**src/hw/rtl/qpsa_pkg.sv**
```systemverilog
// ----------------------------------------------------------------------------
// Quaternion product square accumulate package
// Queue sizing, the output width and the status type shared by the front, the queue, the back and the top.
// ----------------------------------------------------------------------------
package qpsa_pkg;

    localparam int QUEUE_DEPTH = 8;
    localparam int QPTR_W      = $clog2(QUEUE_DEPTH);
    localparam int QCNT_W      = $clog2(QUEUE_DEPTH + 1);
    localparam int OUT_WIDTH   = 64;

    typedef struct packed {
        logic              empty;
        logic [QCNT_W-1:0] count;
    } t_q_stat;

endpackage

```
**src/hw/rtl/qpsa_queue.sv**
```systemverilog
// ----------------------------------------------------------------------------
// Quaternion product square accumulate queue
// Short first-in first-out queue between the front and the back.
// ----------------------------------------------------------------------------
module qpsa_queue import qpsa_pkg::*; #(
    parameter int DW = 105
) (
    input  logic          i_clk,
    input  logic          i_rst_n,
    input  logic          i_push,
    input  logic [DW-1:0] i_push_data,
    input  logic          i_pop,
    output logic [DW-1:0] o_pop_data,
    output t_q_stat       o_qstat
);

    logic [DW-1:0]     r_mem [QUEUE_DEPTH];
    logic [QPTR_W-1:0] r_wr_ptr, r_rd_ptr;
    logic [QCNT_W-1:0] r_count;

    always_ff @(posedge i_clk) begin
        if (!i_rst_n) begin
            r_wr_ptr <= '0;
            r_rd_ptr <= '0;
            r_count  <= '0;
        end else begin
            if (i_push) begin
                r_wr_ptr <= r_wr_ptr + 1'b1;
            end
            if (i_pop) begin
                r_rd_ptr <= r_rd_ptr + 1'b1;
            end
            r_count <= r_count + QCNT_W'(i_push) - QCNT_W'(i_pop);
        end
    end

    always_ff @(posedge i_clk) begin
        if (i_push) begin
            r_mem[r_wr_ptr] <= i_push_data;
        end
    end

    assign o_pop_data    = r_mem[r_rd_ptr];
    assign o_qstat.count = r_count;
    assign o_qstat.empty = (r_count == '0);

endmodule

```
**config.mk**
```make
export PLATFORM = sky130hd
export DESIGN_NAME = qpsa_queue
export DESIGN_NICKNAME = d
export VERILOG_FILES = /design/src/hw/rtl/qpsa_pkg.sv /design/src/hw/rtl/qpsa_queue.sv
export SDC_FILE = /design/constraint.sdc
export NUM_CORES = 1
export LEC_CHECK = 0
export BUFFER_PORTS_ARGS = -buffer_cell sky130_fd_sc_hd__clkbuf_2
export CORE_MARGIN = 8
export CORE_UTILIZATION = 35
export CTS_CLUSTER_SIZE = 8
export DETAILED_ROUTE_END_ITERATION = 6
export GPL_ROUTABILITY_DRIVEN = 0
export MAX_ROUTING_LAYER = met4
export PLACE_DENSITY = 0.51
export SETUP_SLACK_MARGIN = 0.02
export SYNTH_ARGS = -nofsm -noshare
export SYNTH_HDL_FRONTEND = slang
export SYNTH_SLANG_ARGS = --single-unit
export TNS_END_PERCENT = 5
```
**constraint.sdc**
```tcl
create_clock -name i_clk -period 10.65 [get_ports i_clk]
set_input_delay 1.065 -clock i_clk [delete_from_list [all_inputs] [get_ports i_clk]]
set_output_delay 1.065 -clock i_clk [all_outputs]
set_load 0.02 [all_outputs]
```
==> results by stage, run 1 <==
Logic synthesis:
- Summing the sequential cell areas from Yosys gives between 70% and 80% of the chip area.
- Of the total synthesized cell area, the portion taken by AND, OR, NAND and NOR gates is less than 1%.
- Summing the areas of all compound-gate instances in the mapped netlist gives less than 1% of the synthesized area.
- The synthesized area is between 0.03 and 0.04 sq mm.
- The synthesized netlist net count is 1,398.
- The synthesized instance count is roughly 1,300.
- The count of cell types in the netlist is 25.
- The synthesized area per cell is 25.5 sq um.
- After synthesis, the share of cell area in mux cells is between 10% and 20%.
- After synthesis, the cell types taking the most area are sky130_fd_sc_hd__edfxtp_1, sky130_fd_sc_hd__mux4_2, sky130_fd_sc_hd__mux4_1, sky130_fd_sc_hd__mux2_2, sky130_fd_sc_hd__buf_12.
- The main combinational cell family by area after synthesis is multiplexers.
- sky130_fd_sc_hd__edfxtp_1 is the most common cell in the netlist.
- The synthesized design contains between 800 and 900 register bits.
- The most common flop cell mapped by yosys is sky130_fd_sc_hd__edfxtp_1.
- During synthesis, Yosys emitted a total of 0 warnings.
- The adder-cell area share of the yosys netlist is 0.329%.
- The number of enable-type register cells in the synthesized netlist is 840.
- The commonest cells after synthesis are sky130_fd_sc_hd__edfxtp_1, sky130_fd_sc_hd__mux4_2, sky130_fd_sc_hd__mux2_2, sky130_fd_sc_hd__mux4_1, sky130_fd_sc_hd__clkbuf_1.
- Summed over all instances, the cell type with the most area after synthesis is sky130_fd_sc_hd__edfxtp_1.
- Summing the areas of all xor and xnor instances in the mapped netlist gives less than 1% of the synthesized area.
- The proportion of register bits with asynchronous set or reset after synthesis is 0%.
- The fraction of post-synthesis cell area in the top cell type by area is a little under 80%.

Setup path:
- Together, buffers and inverters on the worst path number 3.
- On the critical path the largest part of the delay comes from buffers and inverters.
- The kind of end point of the critical path is an output pin.
- The arrival time of the worst setup path is 4.03 ns.
- Among all stages on the critical path, the largest delay is contributed by sky130_fd_sc_hd__buf_4.
- The most numerous cell on the critical path is sky130_fd_sc_hd__buf_4.
- The critical path goes through buf_4 -> buf_4 -> mux4_1 -> mux2_2 -> clkbuf_2.
- The delay of the slowest critical-path stage is between 0.7 and 0.8 ns.
- The worst setup path is of the reg2out kind.
- The critical-path maximum fanout is 46.
- The worst path required time is about 9.6 ns.
- The startpoint type of the worst setup path is a flop.

Route:
- The pre-antenna-repair detailed-routing pass consisted of 4 iterations.
- The DRC violations left is 0.
- The count of nets left with antenna violations once routing finished came out at 0.
- Summed over all layers, the routed wires come to approximately 69 mm.
- The via total after detailed routing is around 14,000.
- The average wire length per cell after detail routing is between 20 and 25 um.
- The first routing iteration left between 900 and 1,000 violations.
- Dividing the detail-routed via count by the number of cells gives ~4.9.

Finish:
- The area growth from synthesis to layout is 17.0%.
- Once layout is complete, the cells apart from fillers number between 2,000 and 3,000.
- Measured on the finished design, the core utilization comes to roughly two fifths.
- At the end of the flow, the number of nets in the layout was around 1,700.
- The ratio of cells with drive above 1 in the final layout is between 30% and 40%.

Min path:
- The path class of the lowest-slack min-delay path is reg2reg.

Clock tree:
- At the later pin of the worst-skew pair, clock insertion delay measures 0.65 ns.
- The largest buffer count on any clock path is 3.
- After clock tree synthesis, the flow added hold-fix buffers numbering 0.
- TritonCTS built the clock tree.
- After clock tree synthesis, the repair step resized 0 gates.
- The number of buffers added for setup after CTS is 0.
- The clock slew seen by the registers of the worst setup and hold paths is about 0.05 ns.
- The H-tree depth reported by CTS is 3.
- The number of buffers created by CTS is 117.
- For this design, the sink count on the clock tree is roughly 850.
- The clock root buffer is sky130_fd_sc_hd__clkbuf_16.

Power:
- Summed over all cells, the static leakage comes to 12.3 nW.
- The total power density per cell area is about 200 mW/mm^2.
- The maximum ir drop on the vdd rail is around 0.14 mV.

Floorplan:
- The die outline width is around 320 um.
- The die area is 0.103 sq mm.
- The number of I/O pins is between 200 and 250.
- The die is around 320 um tall.
- The area of the core region is between 0.09 and 0.1 sq mm.
- The standard-cell row count is between 100 and 150.
- Once the floorplan was initialized, standard cells occupied a little over a third of the core.

GRT:
- The via count of the first global-routing pass is around 16,000.
- For this run, the total global-route usage over all layers was measured as between 10% and 20%.
- The overall overflow remaining after global route is 0.
- Entering global routing, the biggest net connects 102 pins.
- The initial antenna violation count came to 11.
- The first global-routing pass estimated around 100 mm of wire.

STA:
- The worst-case setup margin in the final layout is 5.55 ns.
- The worst slew margin relative to its limit is between 30% and 40%.
- At the pin with the least slew margin, the transition time is ~1.0 ns.
- The final critical path time including I/O delays and setup is slightly above 5 ns.
- Summed over all failing endpoints, the final setup total negative slack is 0 ns.
- The number of setup violations in the final report is 0.
- For this run, the top clock speed supported by timing is approximately 200 MHz.
- Setup repair after global routing left no endpoint under its margin.
- The worst hold margin is between 0.5 and 0.6 ns.
- The total count of max-transition violations in the final report is 0.
- The final critical-path share of the clock period is between 40% and 50%.
- The clock skew is roughly 0.025 ns.
- The count of endpoints failing hold in the final timing report is 0.

Placed design:
- Including well taps, the total number of placed cells is between 2,000 and 3,000.
- The HPWL reported at the end of detailed placement is ~37 mm.
- The worst slack at placement is between 6 and 7 ns.
- The total of buffers placed on input and output ports is ~220.

Job:
- Across the run, the number of max-cap violations was 0.

Outcome:
- The flow ran to the end, and the final reports show no timing, DRC or antenna violations.
==> stage by stage <==
stage	instance area, sq um	total power [mW]
detailed placement	35100	4.54
global placement	35100	4.52
global route	38300	7.99
floorplan	32700	4.32
CTS	38200	7.83
finish	38300	7.70
==> state kept, by name, indices dropped and copies added (netlist names), named ones only <==
signal,count
r_wr_ptr,3
r_rd_ptr,3
r_count,4
r_mem,840
==> cell usage in the layout, fill, tap and decap left out, types with 2 or more instances in the layout <==
cell and instances:
sky130_fd_sc_hd__edfxtp_1 840, sky130_fd_sc_hd__clkbuf_2 218, sky130_fd_sc_hd__clkbuf_16 120, sky130_fd_sc_hd__mux4_2 115
sky130_fd_sc_hd__mux2_2 105, sky130_fd_sc_hd__mux4_1 95, sky130_fd_sc_hd__buf_4 29, sky130_fd_sc_hd__clkbuf_1 23
sky130_fd_sc_hd__diode_2 12, sky130_fd_sc_hd__dfxtp_1 10, sky130_fd_sc_hd__inv_1 7, sky130_fd_sc_hd__and2_1 7
sky130_fd_sc_hd__ha_1 7, sky130_fd_sc_hd__nor2_4 6, sky130_fd_sc_hd__nand2_1 5, sky130_fd_sc_hd__nand2b_1 4
sky130_fd_sc_hd__mux2i_1 3, sky130_fd_sc_hd__nor2b_1 3, sky130_fd_sc_hd__xnor2_1 3, sky130_fd_sc_hd__dfxtp_4 3
sky130_fd_sc_hd__nor3_2 2, sky130_fd_sc_hd__xor2_1 2
==> cells by family (layout without fill, tap and decap cells) <==
logic type / count (synthesis) / in the layout
AO/OA/AOI/OAI: 2 / 2
XOR/XNOR: 5 / 5
adder cells (fa/ha/maj): 8 / 8
multiplexers: 318 / 318
flip-flops: 853 / 853
AND/OR/NAND/NOR: 28 / 28
buffers and inverters: 67 / 403
other: 0 / 12
==> area by class of cell <==
cell class / instances / area, sq um
fill: 8105 / 54600
tap: 1254 / 1570
multi-input combinational: 361 / 6660
inverter: 7 / 26.3
antenna: 12 / 30.0
sequential: 853 / 25500
clock inverter: 5 / 66.3
timing repair buffer: 248 / 1330
clock buffer: 143 / 3090
==> final timing paths <==
path,slack [ns],end,start,cells after the start
worst max register to register,7.41,r_mem[2][31],r_wr_ptr[2],4
worst max-delay path,5.55,o_pop_data[24],flop,5
worst min-delay path,0.55,flop,r_rd_ptr[1],2
worst min register to register,0.55,flop,r_rd_ptr[1],2
==> tightest hold or removal path: cells and delay by family, from the launching register on <==
kind	cells	cell delay, ns
flip-flops	1	0.31
multiplexers	1	0.12
AND/OR/NAND/NOR	1	0.07
==> power breakdown <==
group,leakage [nW],switching [mW],internal (mW),total (mW)
Combinational,3.04,0.366,0.265,0.632
Sequential,7.74,0.0313,3.79,3.82
Clock,1.53,1.26,1.99,3.24
==> routing by layer <==
layer / share of wire (%) / vias to the layer above / GRT usage, %
met5: 0 / - / -
met4: 1.6 / 0 / 3.44
met3: 5.3 / 91 / 3.77
met2: 49 / 276 / 22.0
met1: 44 / 7525 / 17.0
li1: - / 6186 / -
(Power assumes the default switching activity.)
==> inputs of run 2 (changes only) <==
- ABC_AREA: default -> 1
- PLACE_DENSITY: 0.51 -> 0.53
- clock period: 10.65 -> 4.5 ns (I/O delays scaled with it)
==> run 2 against run 1 <==
Net effect:
- sequential share of layout area decreased by 7.5 points
- power increased by 140%
- combinational power increased to 3.2 times the previous value
- worst setup slack got worse by 4.7 ns
- largest cell class unchanged
- largest power group unchanged
==> results by stage, run 2 <==
Power:
- The static leakage came to 19.7 nW (+60%).
- The power share of the sequential group is 48.0% (-1.7 points).
- The clock network fraction of design power was 41.2% (-0.9 points).
- The fraction of power spent switching nets is 24.7% (+3.2 points).
- The total power density per cell area is 436 mW/mm^2 (+120%).
- The switching power of the nets was 4.65 mW (+180%).
- The maximum ir drop on the vdd rail is 0.296 mV (+110%).
- The internal power contribution came to 14.2 mW (+130%).
- The power share of the combinational group is 10.8% (+2.6 points).

Logic synthesis:
- The most common cell in the synthesized netlist is sky130_fd_sc_hd__nand2_1.
- The register bit count reported by yosys is 853 (unchanged).
- The synthesized area is 0.0373 sq mm (+14%).
- The number of enable-type register cells in the synthesized netlist is 840 (unchanged).
- The sequential element share of the synthesized area came to 68.4% (-9.5 points).
- The number of warnings issued by yosys is 0 (unchanged).
- Ranked by instance count, the synthesized netlist is headed by sky130_fd_sc_hd__nand2_1, sky130_fd_sc_hd__inv_1, sky130_fd_sc_hd__edfxtp_1, sky130_fd_sc_hd__nand3_1, sky130_fd_sc_hd__buf_2.
- The synthesized instance count is 3,710 (+190%).
- In the synthesized netlist the dominant register cell turns out to be sky130_fd_sc_hd__edfxtp_1.
- Ranked by total cell area, the synthesized netlist is headed by sky130_fd_sc_hd__edfxtp_1, sky130_fd_sc_hd__nand2_1, sky130_fd_sc_hd__inv_1, sky130_fd_sc_hd__nand3_1, sky130_fd_sc_hd__buf_2.
- The count of cell types in the netlist was 19 (-24%).
- The proportion of register bits with asynchronous set or reset after synthesis is 0% (unchanged).
- Of all cell types, the one taking the most synthesized area is sky130_fd_sc_hd__edfxtp_1.
- The synthesized netlist net count is 3,827 (+170%).
- The synthesized area per cell is 10.0 sq um (-61%).
- The fraction of post-synthesis cell area in the top cell type by area is 67.7% (-9.4 points).

STA:
- The number of setup violations in the final report is 0 (unchanged).
- Setup repair after global routing left no endpoint under its margin.
- The maximum clock frequency is 272 MHz.
- The sum of negative setup slack was 0 ns (unchanged).
- After layout, the worst path uses between 80% and 90% of the clock period.
- The clock period could shrink to ~3.7 ns.
- The slew of the pin with the lowest slew margin is 1.24 ns (+0.220 ns).
- The worst-case setup margin in the final layout is 0.820 ns (-4.73 ns).
- The total count of max-transition violations in the final report is 0 (unchanged).
- The count of endpoints failing hold in the final timing report is 0 (unchanged).
- The clock skew came to 0.0207 ns (-0.00418 ns).
- The worst slew margin relative to its limit is 17.1% (-15 points).
- The worst hold margin came to 0.0523 ns (-0.496 ns).

Route:
- The average wire length per cell after detail routing is 17.0 um (-29%).
- The final wirelength is 91.5 mm (+32%).
- The number of DRC markers in iteration 0 is 1,469 (+48%).
- The DRC violations left is 0 (unchanged).
- The via total after detailed routing is 23,882 (+70%).
- The remaining number of nets flagged by the antenna check after routing is 0 (unchanged).
- The length of the first detailed-routing pass in iterations is 5 (+1).
- The detailed-route vias per instance is 4.44 (-9.1%).

Outcome:
- The flow ran to the end, and the final reports show no timing, DRC or antenna violations.

Finish:
- The flip-flop count of the largest register, all copies and words added is 840 (unchanged).
- In the layout the commonest cells are sky130_fd_sc_hd__nand2_1, sky130_fd_sc_hd__inv_1, sky130_fd_sc_hd__edfxtp_1.
- The largest registers in the layout are r_mem: 840 flops, r_count: 4 flops.
- Leaving out fill and tap cells, the most frequent cell in the layout is sky130_fd_sc_hd__nand2_1.
- The area of combinational cells with multiple inputs is 0.00758 sq mm (+14%).
- The register bank with the most flops is r_mem.
- The area overhead of the layout relative to synthesis is 15.8%.
- The ratio of cells with drive above 1 in the final layout is 10.1% (-27 points).
- The area used by sequential logic in the layout came to 0.0255 sq mm (unchanged).
- The non-filler instance count after layout is 5,383 (+87%).
- The final-layout fill cell count is 10,142 (+25%).
- The count of nets after finishing is 4,075 (+140%).

GRT:
- The global-route wire length before repair came to 140 mm (+38%).
- The via count of the first global-routing pass was 23,341 (+50%).
- The initial antenna violation count came to 13 (+2).
- The global routing usage summed across all routing layers is 15.9% (+2.3 points).
- The largest net degree at the start of global routing was 152 (+49%).
- The overall overflow remaining after global route is 0 (unchanged).

Clock tree:
- The CTS tree is done.
- The largest buffer count on any clock path is 3 (unchanged).
- The H-tree depth reported by CTS is 3 (unchanged).
- The number of buffers created by CTS was 117 (unchanged).
- The clock slew seen by the registers of the worst setup and hold paths is 0.05 ns (about the same).
- The number of buffers added for setup after CTS was 0 (unchanged).
- Clock tree synthesis selected as its root buffer the cell sky130_fd_sc_hd__clkbuf_16.
- The clock network latency to the later pin of the worst-skew pair is 0.70 ns (+0.05 ns).
- The CTS sink count is 853 (unchanged).

Min path:
- The worst hold path belongs to the class in2reg.

Setup path:
- STA classifies the critical path endpoint as an output pin.
- STA classifies the critical path startpoint as a flop.
- The buffer and inverter count on the worst path came to 2 (-1).
- The critical path in this run is classified as reg2out.
- The critical-path maximum fanout was 57 (+24%).
- The delay of the slowest critical-path stage is 0.88 ns (+0.09 ns).
- The arrival time of the worst setup path is 3.23 ns (-0.80 ns).
- On the critical path the largest part of the delay comes from buffers and inverters.
- Counting stages on the worst path, the most repeated cell is sky130_fd_sc_hd__nand2_1.
- The critical path goes through buf_4 -> nand3_1 -> nand2_1 -> nand2_1 -> nand2_1 -> clkbuf_2.
- The slowest stage of the critical path belongs to the cell sky130_fd_sc_hd__dfxtp_4.
- The worst path required time is 4.05 ns (-5.54 ns).

Placed design:
- The total of buffers placed on input and output ports is 218 (unchanged).
- The post-placement cell count is 5,198 (+91%).
- The worst slack at placement is 1.54 ns (-4.51 ns).
- The HPWL reported at the end of detailed placement came to 47.0 mm (+28%).

Floorplan:
- The die outline width was 342 um (+6.4%).
- The number of I/O pins is 219 (unchanged).
- The chip height is 342 um (+6.4%).
- The die area is 0.117 sq mm (+13%).
- The initial core utilization was 35.4% (+0.15 points).
- The standard-cell row count is 119 (+6.3%).
- The area of the core region is 0.105 sq mm (+13%).

Job:
- The number of max-capacitance violations reported was 0 (unchanged).
[run 2: cell count changes after synthesis, moves of 84 or more]
cell / change
sky130_fd_sc_hd__mux2_2: -105
sky130_fd_sc_hd__buf_2: +84
sky130_fd_sc_hd__nand3_1: +422
sky130_fd_sc_hd__nand2_1: +1373
sky130_fd_sc_hd__mux4_1: -95
sky130_fd_sc_hd__inv_1: +849
sky130_fd_sc_hd__mux4_2: -115
[run 2: worst register-to-register path, cell delays in order, from the launching register on]
cell and delay [ns]:
sky130_fd_sc_hd__dfxtp_1 0.37, sky130_fd_sc_hd__nand2_1 0.25, sky130_fd_sc_hd__nor2_4 1.00, sky130_fd_sc_hd__buf_4 0.47
[run 2: path summary, 6_finish.rpt]
check	endpoint	cells past startpoint	slack, ns	start
worst min register to register	r_wr_ptr[0]	2	0.51	r_wr_ptr[0]
worst max register to register	r_mem[7][68]	3	2.08	r_wr_ptr[0]
worst max-delay path	o_pop_data[40]	6	0.82	flop
worst min-delay path	r_mem[3][86]	1	0.05	i_push_data[86]
[run 2: area by class of cell]
type,count,share of cell area (%)
sequential,853,59.1
multi-input combinational,1837,17.6
inverter,858,7.52
clock buffer,132,6.91
timing repair buffer,291,4.51
tap,1391,4.03
clock inverter,9,0.307
antenna,12,0.0696
[run 2: kinds of logic after synthesis]
| family | synth area share, % |
|---|---|
| adder cells (fa/ha/maj) | 0.289 |
| XOR/XNOR | 0.0235 |
| flip-flops | 68.4 |
| buffers and inverters | 11.4 |
| AO/OA/AOI/OAI | 0.148 |
| AND/OR/NAND/NOR | 19.7 |
[run 2: through the flow]
stage          power, mW  util (%)  area (sq um)
2_1_floorplan       10.5         -         37300
3_3_place_gp        11.2      37.7         39700
3_5_place_dp        11.2      37.7         39700
4_1_cts             19.1      40.9         43100
5_1_grt             19.6      40.9         43200
6_report            18.8      40.9         43200
[run 2: power by group through the flow]
stage,sequential (mW),clock (mW),combinational [mW]
3_3_place_gp,9.18,0,2.04
2_1_floorplan,9.17,0,1.36
5_1_grt,9.04,8.27,2.29
3_5_place_dp,9.18,0,2.05
6_report,9.03,7.75,2.04
4_1_cts,9.03,7.99,2.09
[run 2: repair_timing]
action / CTS / global route
endpoints found under the hold margin: 193 / 0
resized for setup: 0 / 0
hold buffers: 32 / 0
[run 2: routing by layer]
layer / share of wire (%) / wire length, um / vias up / track usage, %
met2: 47 / 43000 / 461 / 25.7
li1: - / - / 11995 / -
met5: 0 / 0 / - / -
met1: 46 / 42400 / 11276 / 20.7
met3: 4.5 / 4100 / 150 / 2.91
met4: 2.3 / 2080 / 0 / 4.20
==> inputs of run 3 (changes only) <==
- clock period: 4.5 -> 3.2 ns (I/O delays scaled with it)
==> run 3 against run 2 <==
Net effect:
- routed wire length grew 0.42%
- sequential cell count is the same
- clock power grew 41%
- core utilization grew 0.96 points
- critical endpoint is now o_pop_data[16]
- sequential share of layout area shrank 1.4 points
- hold slack gained 0.42 ns
- combinational power grew 49%
- register-to-register slack lost 0.73 ns
- worst setup slack lost 0.58 ns
==> results by stage, run 3 (same netlist as run 2, synthesis figures left out) <==
Clock tree:
- The clock network latency to the later pin of the worst-skew pair was 0.67 ns (-0.03 ns).
- The number of buffers created by CTS was 117 (unchanged).
- The tree is rooted in a sky130_fd_sc_hd__clkbuf_16.
- The largest buffer count on any clock path was 3 (unchanged).
- The clock slew seen by the registers of the worst setup and hold paths came to 0.05 ns (about the same).
- The CTS sink count is 853 (unchanged).
- The number of buffers added for setup after CTS is 0 (unchanged).
- The H-tree depth reported by CTS was 3 (unchanged).
- TritonCTS built the clock tree.

STA:
- Setup repair after global routing left no endpoint under its margin.
- The number of setup violations in the final report is 0 (unchanged).
- The sum of negative setup slack is 0 ns (unchanged).
- The count of endpoints failing hold in the final timing report is 0 (unchanged).
- The final critical path time including I/O delays and setup is slightly below 3 ns.
- The clock skew came to 0.0175 ns (-0.00314 ns).
- The total count of max-transition violations in the final report was 0 (unchanged).
- In the finished design, the share of the clock period the worst path needs comes to between 90 and 100%.
- Static timing analysis puts the maximum clock frequency at 338 MHz.
- The slew of the pin with the lowest slew margin came to 0.774 ns (-0.466 ns).
- The worst slew margin relative to its limit is 48.4% (+31 points).

Setup path:
- The worst setup path is captured at an output pin.
- The worst path required time came to 2.88 ns (-1.17 ns).
- Counting stages on the worst path, the most repeated cell is sky130_fd_sc_hd__nand2_1.
- The worst setup path is of the reg2out kind.
- The arrival time of the worst setup path is 2.64 ns (-0.59 ns).
- The buffer and inverter count on the worst path came to 3 (+1).
- The critical-path maximum fanout is 67 (+18%).
- The critical path's slowest cell is sky130_fd_sc_hd__dfxtp_4.
- Walking the worst path, the cells encountered are buf_12 -> buf_4 -> nand2_1 -> nand3_1 -> nand2_1 -> nand2_1 -> nand2_1 -> clkbuf_2.
- The delay of the slowest critical-path stage is 0.57 ns (-0.31 ns).
- The minimum setup slack among reg-to-reg paths was 1.35 ns (-0.73 ns).
- Among cell families on the critical path, the largest total delay comes from buffers and inverters.
- The startpoint type of the worst setup path is a flop.

Finish:
- The largest registers in the layout are r_mem: 840 flops, r_count: 4 flops.
- The top cell types in the final layout, fill and taps aside, are sky130_fd_sc_hd__nand2_1, sky130_fd_sc_hd__inv_1, sky130_fd_sc_hd__edfxtp_1.
- The end-of-flow core utilization is 41.9% (+0.96 points).
- The count of nets after finishing was 4,160 (+2.1%).
- The flip-flop count of the largest register, all copies and words added was 840 (unchanged).
- The most common cell after layout, fill and taps aside is sky130_fd_sc_hd__nand2_1.
- The ratio of cells with drive above 1 in the final layout came to 10.0% (-0.031 points).
- The final-layout fill cell count is 10,067 (-0.74%).
- More flip-flops sit in one register than any other, and that register is r_mem.
- From synthesis to final layout, the design area changed by 18.5%.
- The final instance area is 0.0442 sq mm (+2.4%).

Route:
- The wire length on met3 was 4.50 mm (+9.8%).
- The wire length on met2 is 44.0 mm (+2.4%).
- The detailed-route vias per instance is 4.43 (-0.24%).
- The met1 layer wirelength in the final routing is 41.8 mm (-1.4%).
- The length of the first detailed-routing pass in iterations was 5 (unchanged).
- The final wirelength is 91.9 mm (+0.42%).
- The number of DRC markers in iteration 0 is 1,474 (+0.34%).
- The via total after detailed routing is 24,227 (+1.4%).
- The DRC violations left is 0 (unchanged).
- The average wire length per cell after detail routing is 16.8 um (-1.2%).
- The remaining number of nets flagged by the antenna check after routing came to 0 (unchanged).
- The topmost layer with routed signal wires is met4.

Power:
- The maximum ir drop on the vdd rail was 0.388 mV (+31%).
- The total power density per cell area is 602 mW/mm^2 (+38%).
- The static leakage came to 20.1 nW (+2.2%).

GRT:
- The global-route wire length before repair is 141 mm (+0.78%).
- The largest net degree at the start of global routing is 147 (-3.3%).
- The overall overflow remaining after global route is 0 (unchanged).
- The global routing usage summed across all routing layers came to 15.9% (+0.022 points).
- The via count of the first global-routing pass was 23,784 (+1.9%).
- The initial antenna violation count came to 7 (-6).

Floorplan:
- The die outline width was 342 um (unchanged).
- The die area is 0.117 sq mm (unchanged).
- The number of I/O pins came to 219 (unchanged).
- The standard-cell row count is 119 (unchanged).
- The area of the core region came to 0.105 sq mm (unchanged).
- The initial core utilization is 35.4% (unchanged).
- The chip height is 342 um (unchanged).

Placed design:
- The HPWL reported at the end of detailed placement was 47.5 mm (+1.1%).
- The standard cell area after detailed placement is 0.0399 sq mm (+0.61%).
- The total of buffers placed on input and output ports came to 218 (unchanged).

Outcome:
- The run finished with clean final reports.

Min path:
- In this run the worst hold path is classified as in2reg.

Job:
- The number of max-capacitance violations reported is 0 (unchanged).
run 3: final timing paths:
path / cells after the start / start / end
max: 8 / flop / o_pop_data[16]
min: 2 / i_push_data[99] / r_mem[0][99]
max reg2reg: 3 / r_wr_ptr[0] / r_mem[2][60]
min reg2reg: 2 / r_wr_ptr[0] / r_wr_ptr[0]
run 3: repair_timing:
action	4_1_cts	5_1_grt
resized for setup	0	0
hold buffers	108	0
hold endpoints to repair	846	0
run 3: power breakdown:
group	internal [mW]	switching, mW	leakage (nW)
clock network	6.63	4.28	1.53
registers	12.6	0.0792	7.74
logic	0.917	2.11	10.8
run 3: per-layer routing:
layer / track usage, % / vias up
li1: - / 12161
met1: 20.3 / 11470
met2: 26.4 / 468
met3: 2.90 / 128
met4: 3.93 / 0
met5: - / -
run 3: area by class of cell:
cell class                      count  area (sq um)  share of cell area [%]
Sequential cell                   853         25500                    57.7
Inverter                          858          3250                    7.35
Tap cell                         1391          1740                    3.94
Clock buffer                      145          3120                    7.06
Timing Repair Buffer              376          2950                    6.67
Antenna cell                       11          27.5                  0.0623
Multi-Input combinational cell   1837          7580                    17.2
Clock inverter                      3          15.0                  0.0340
run 3: through the flow:
| step | setup slack [ns] | hold slack (ns) | power, mW | cells |
|---|---|---|---|---|
| after floorplan | -0.675 | 0.413 | 14.8 | 3710 |
| after global placement | 0.913 | 0.486 | 15.8 | 5207 |
| after detailed placement | 0.926 | 0.494 | 15.8 | 5207 |
| after CTS | 0.171 | 0.413 | 27.0 | 5463 |
| after global routing | 0.0301 | 0.450 | 27.7 | 5470 |
| final | 0.241 | 0.467 | 26.6 | 5474 |
run 3: worst reg2reg max path: cells and delay by family (launching register included):
kind | cells | cell delay (ns)
buffers and inverters | 1 | 0.46
flip-flops | 1 | 0.32
AND/OR/NAND/NOR | 2 | 0.61
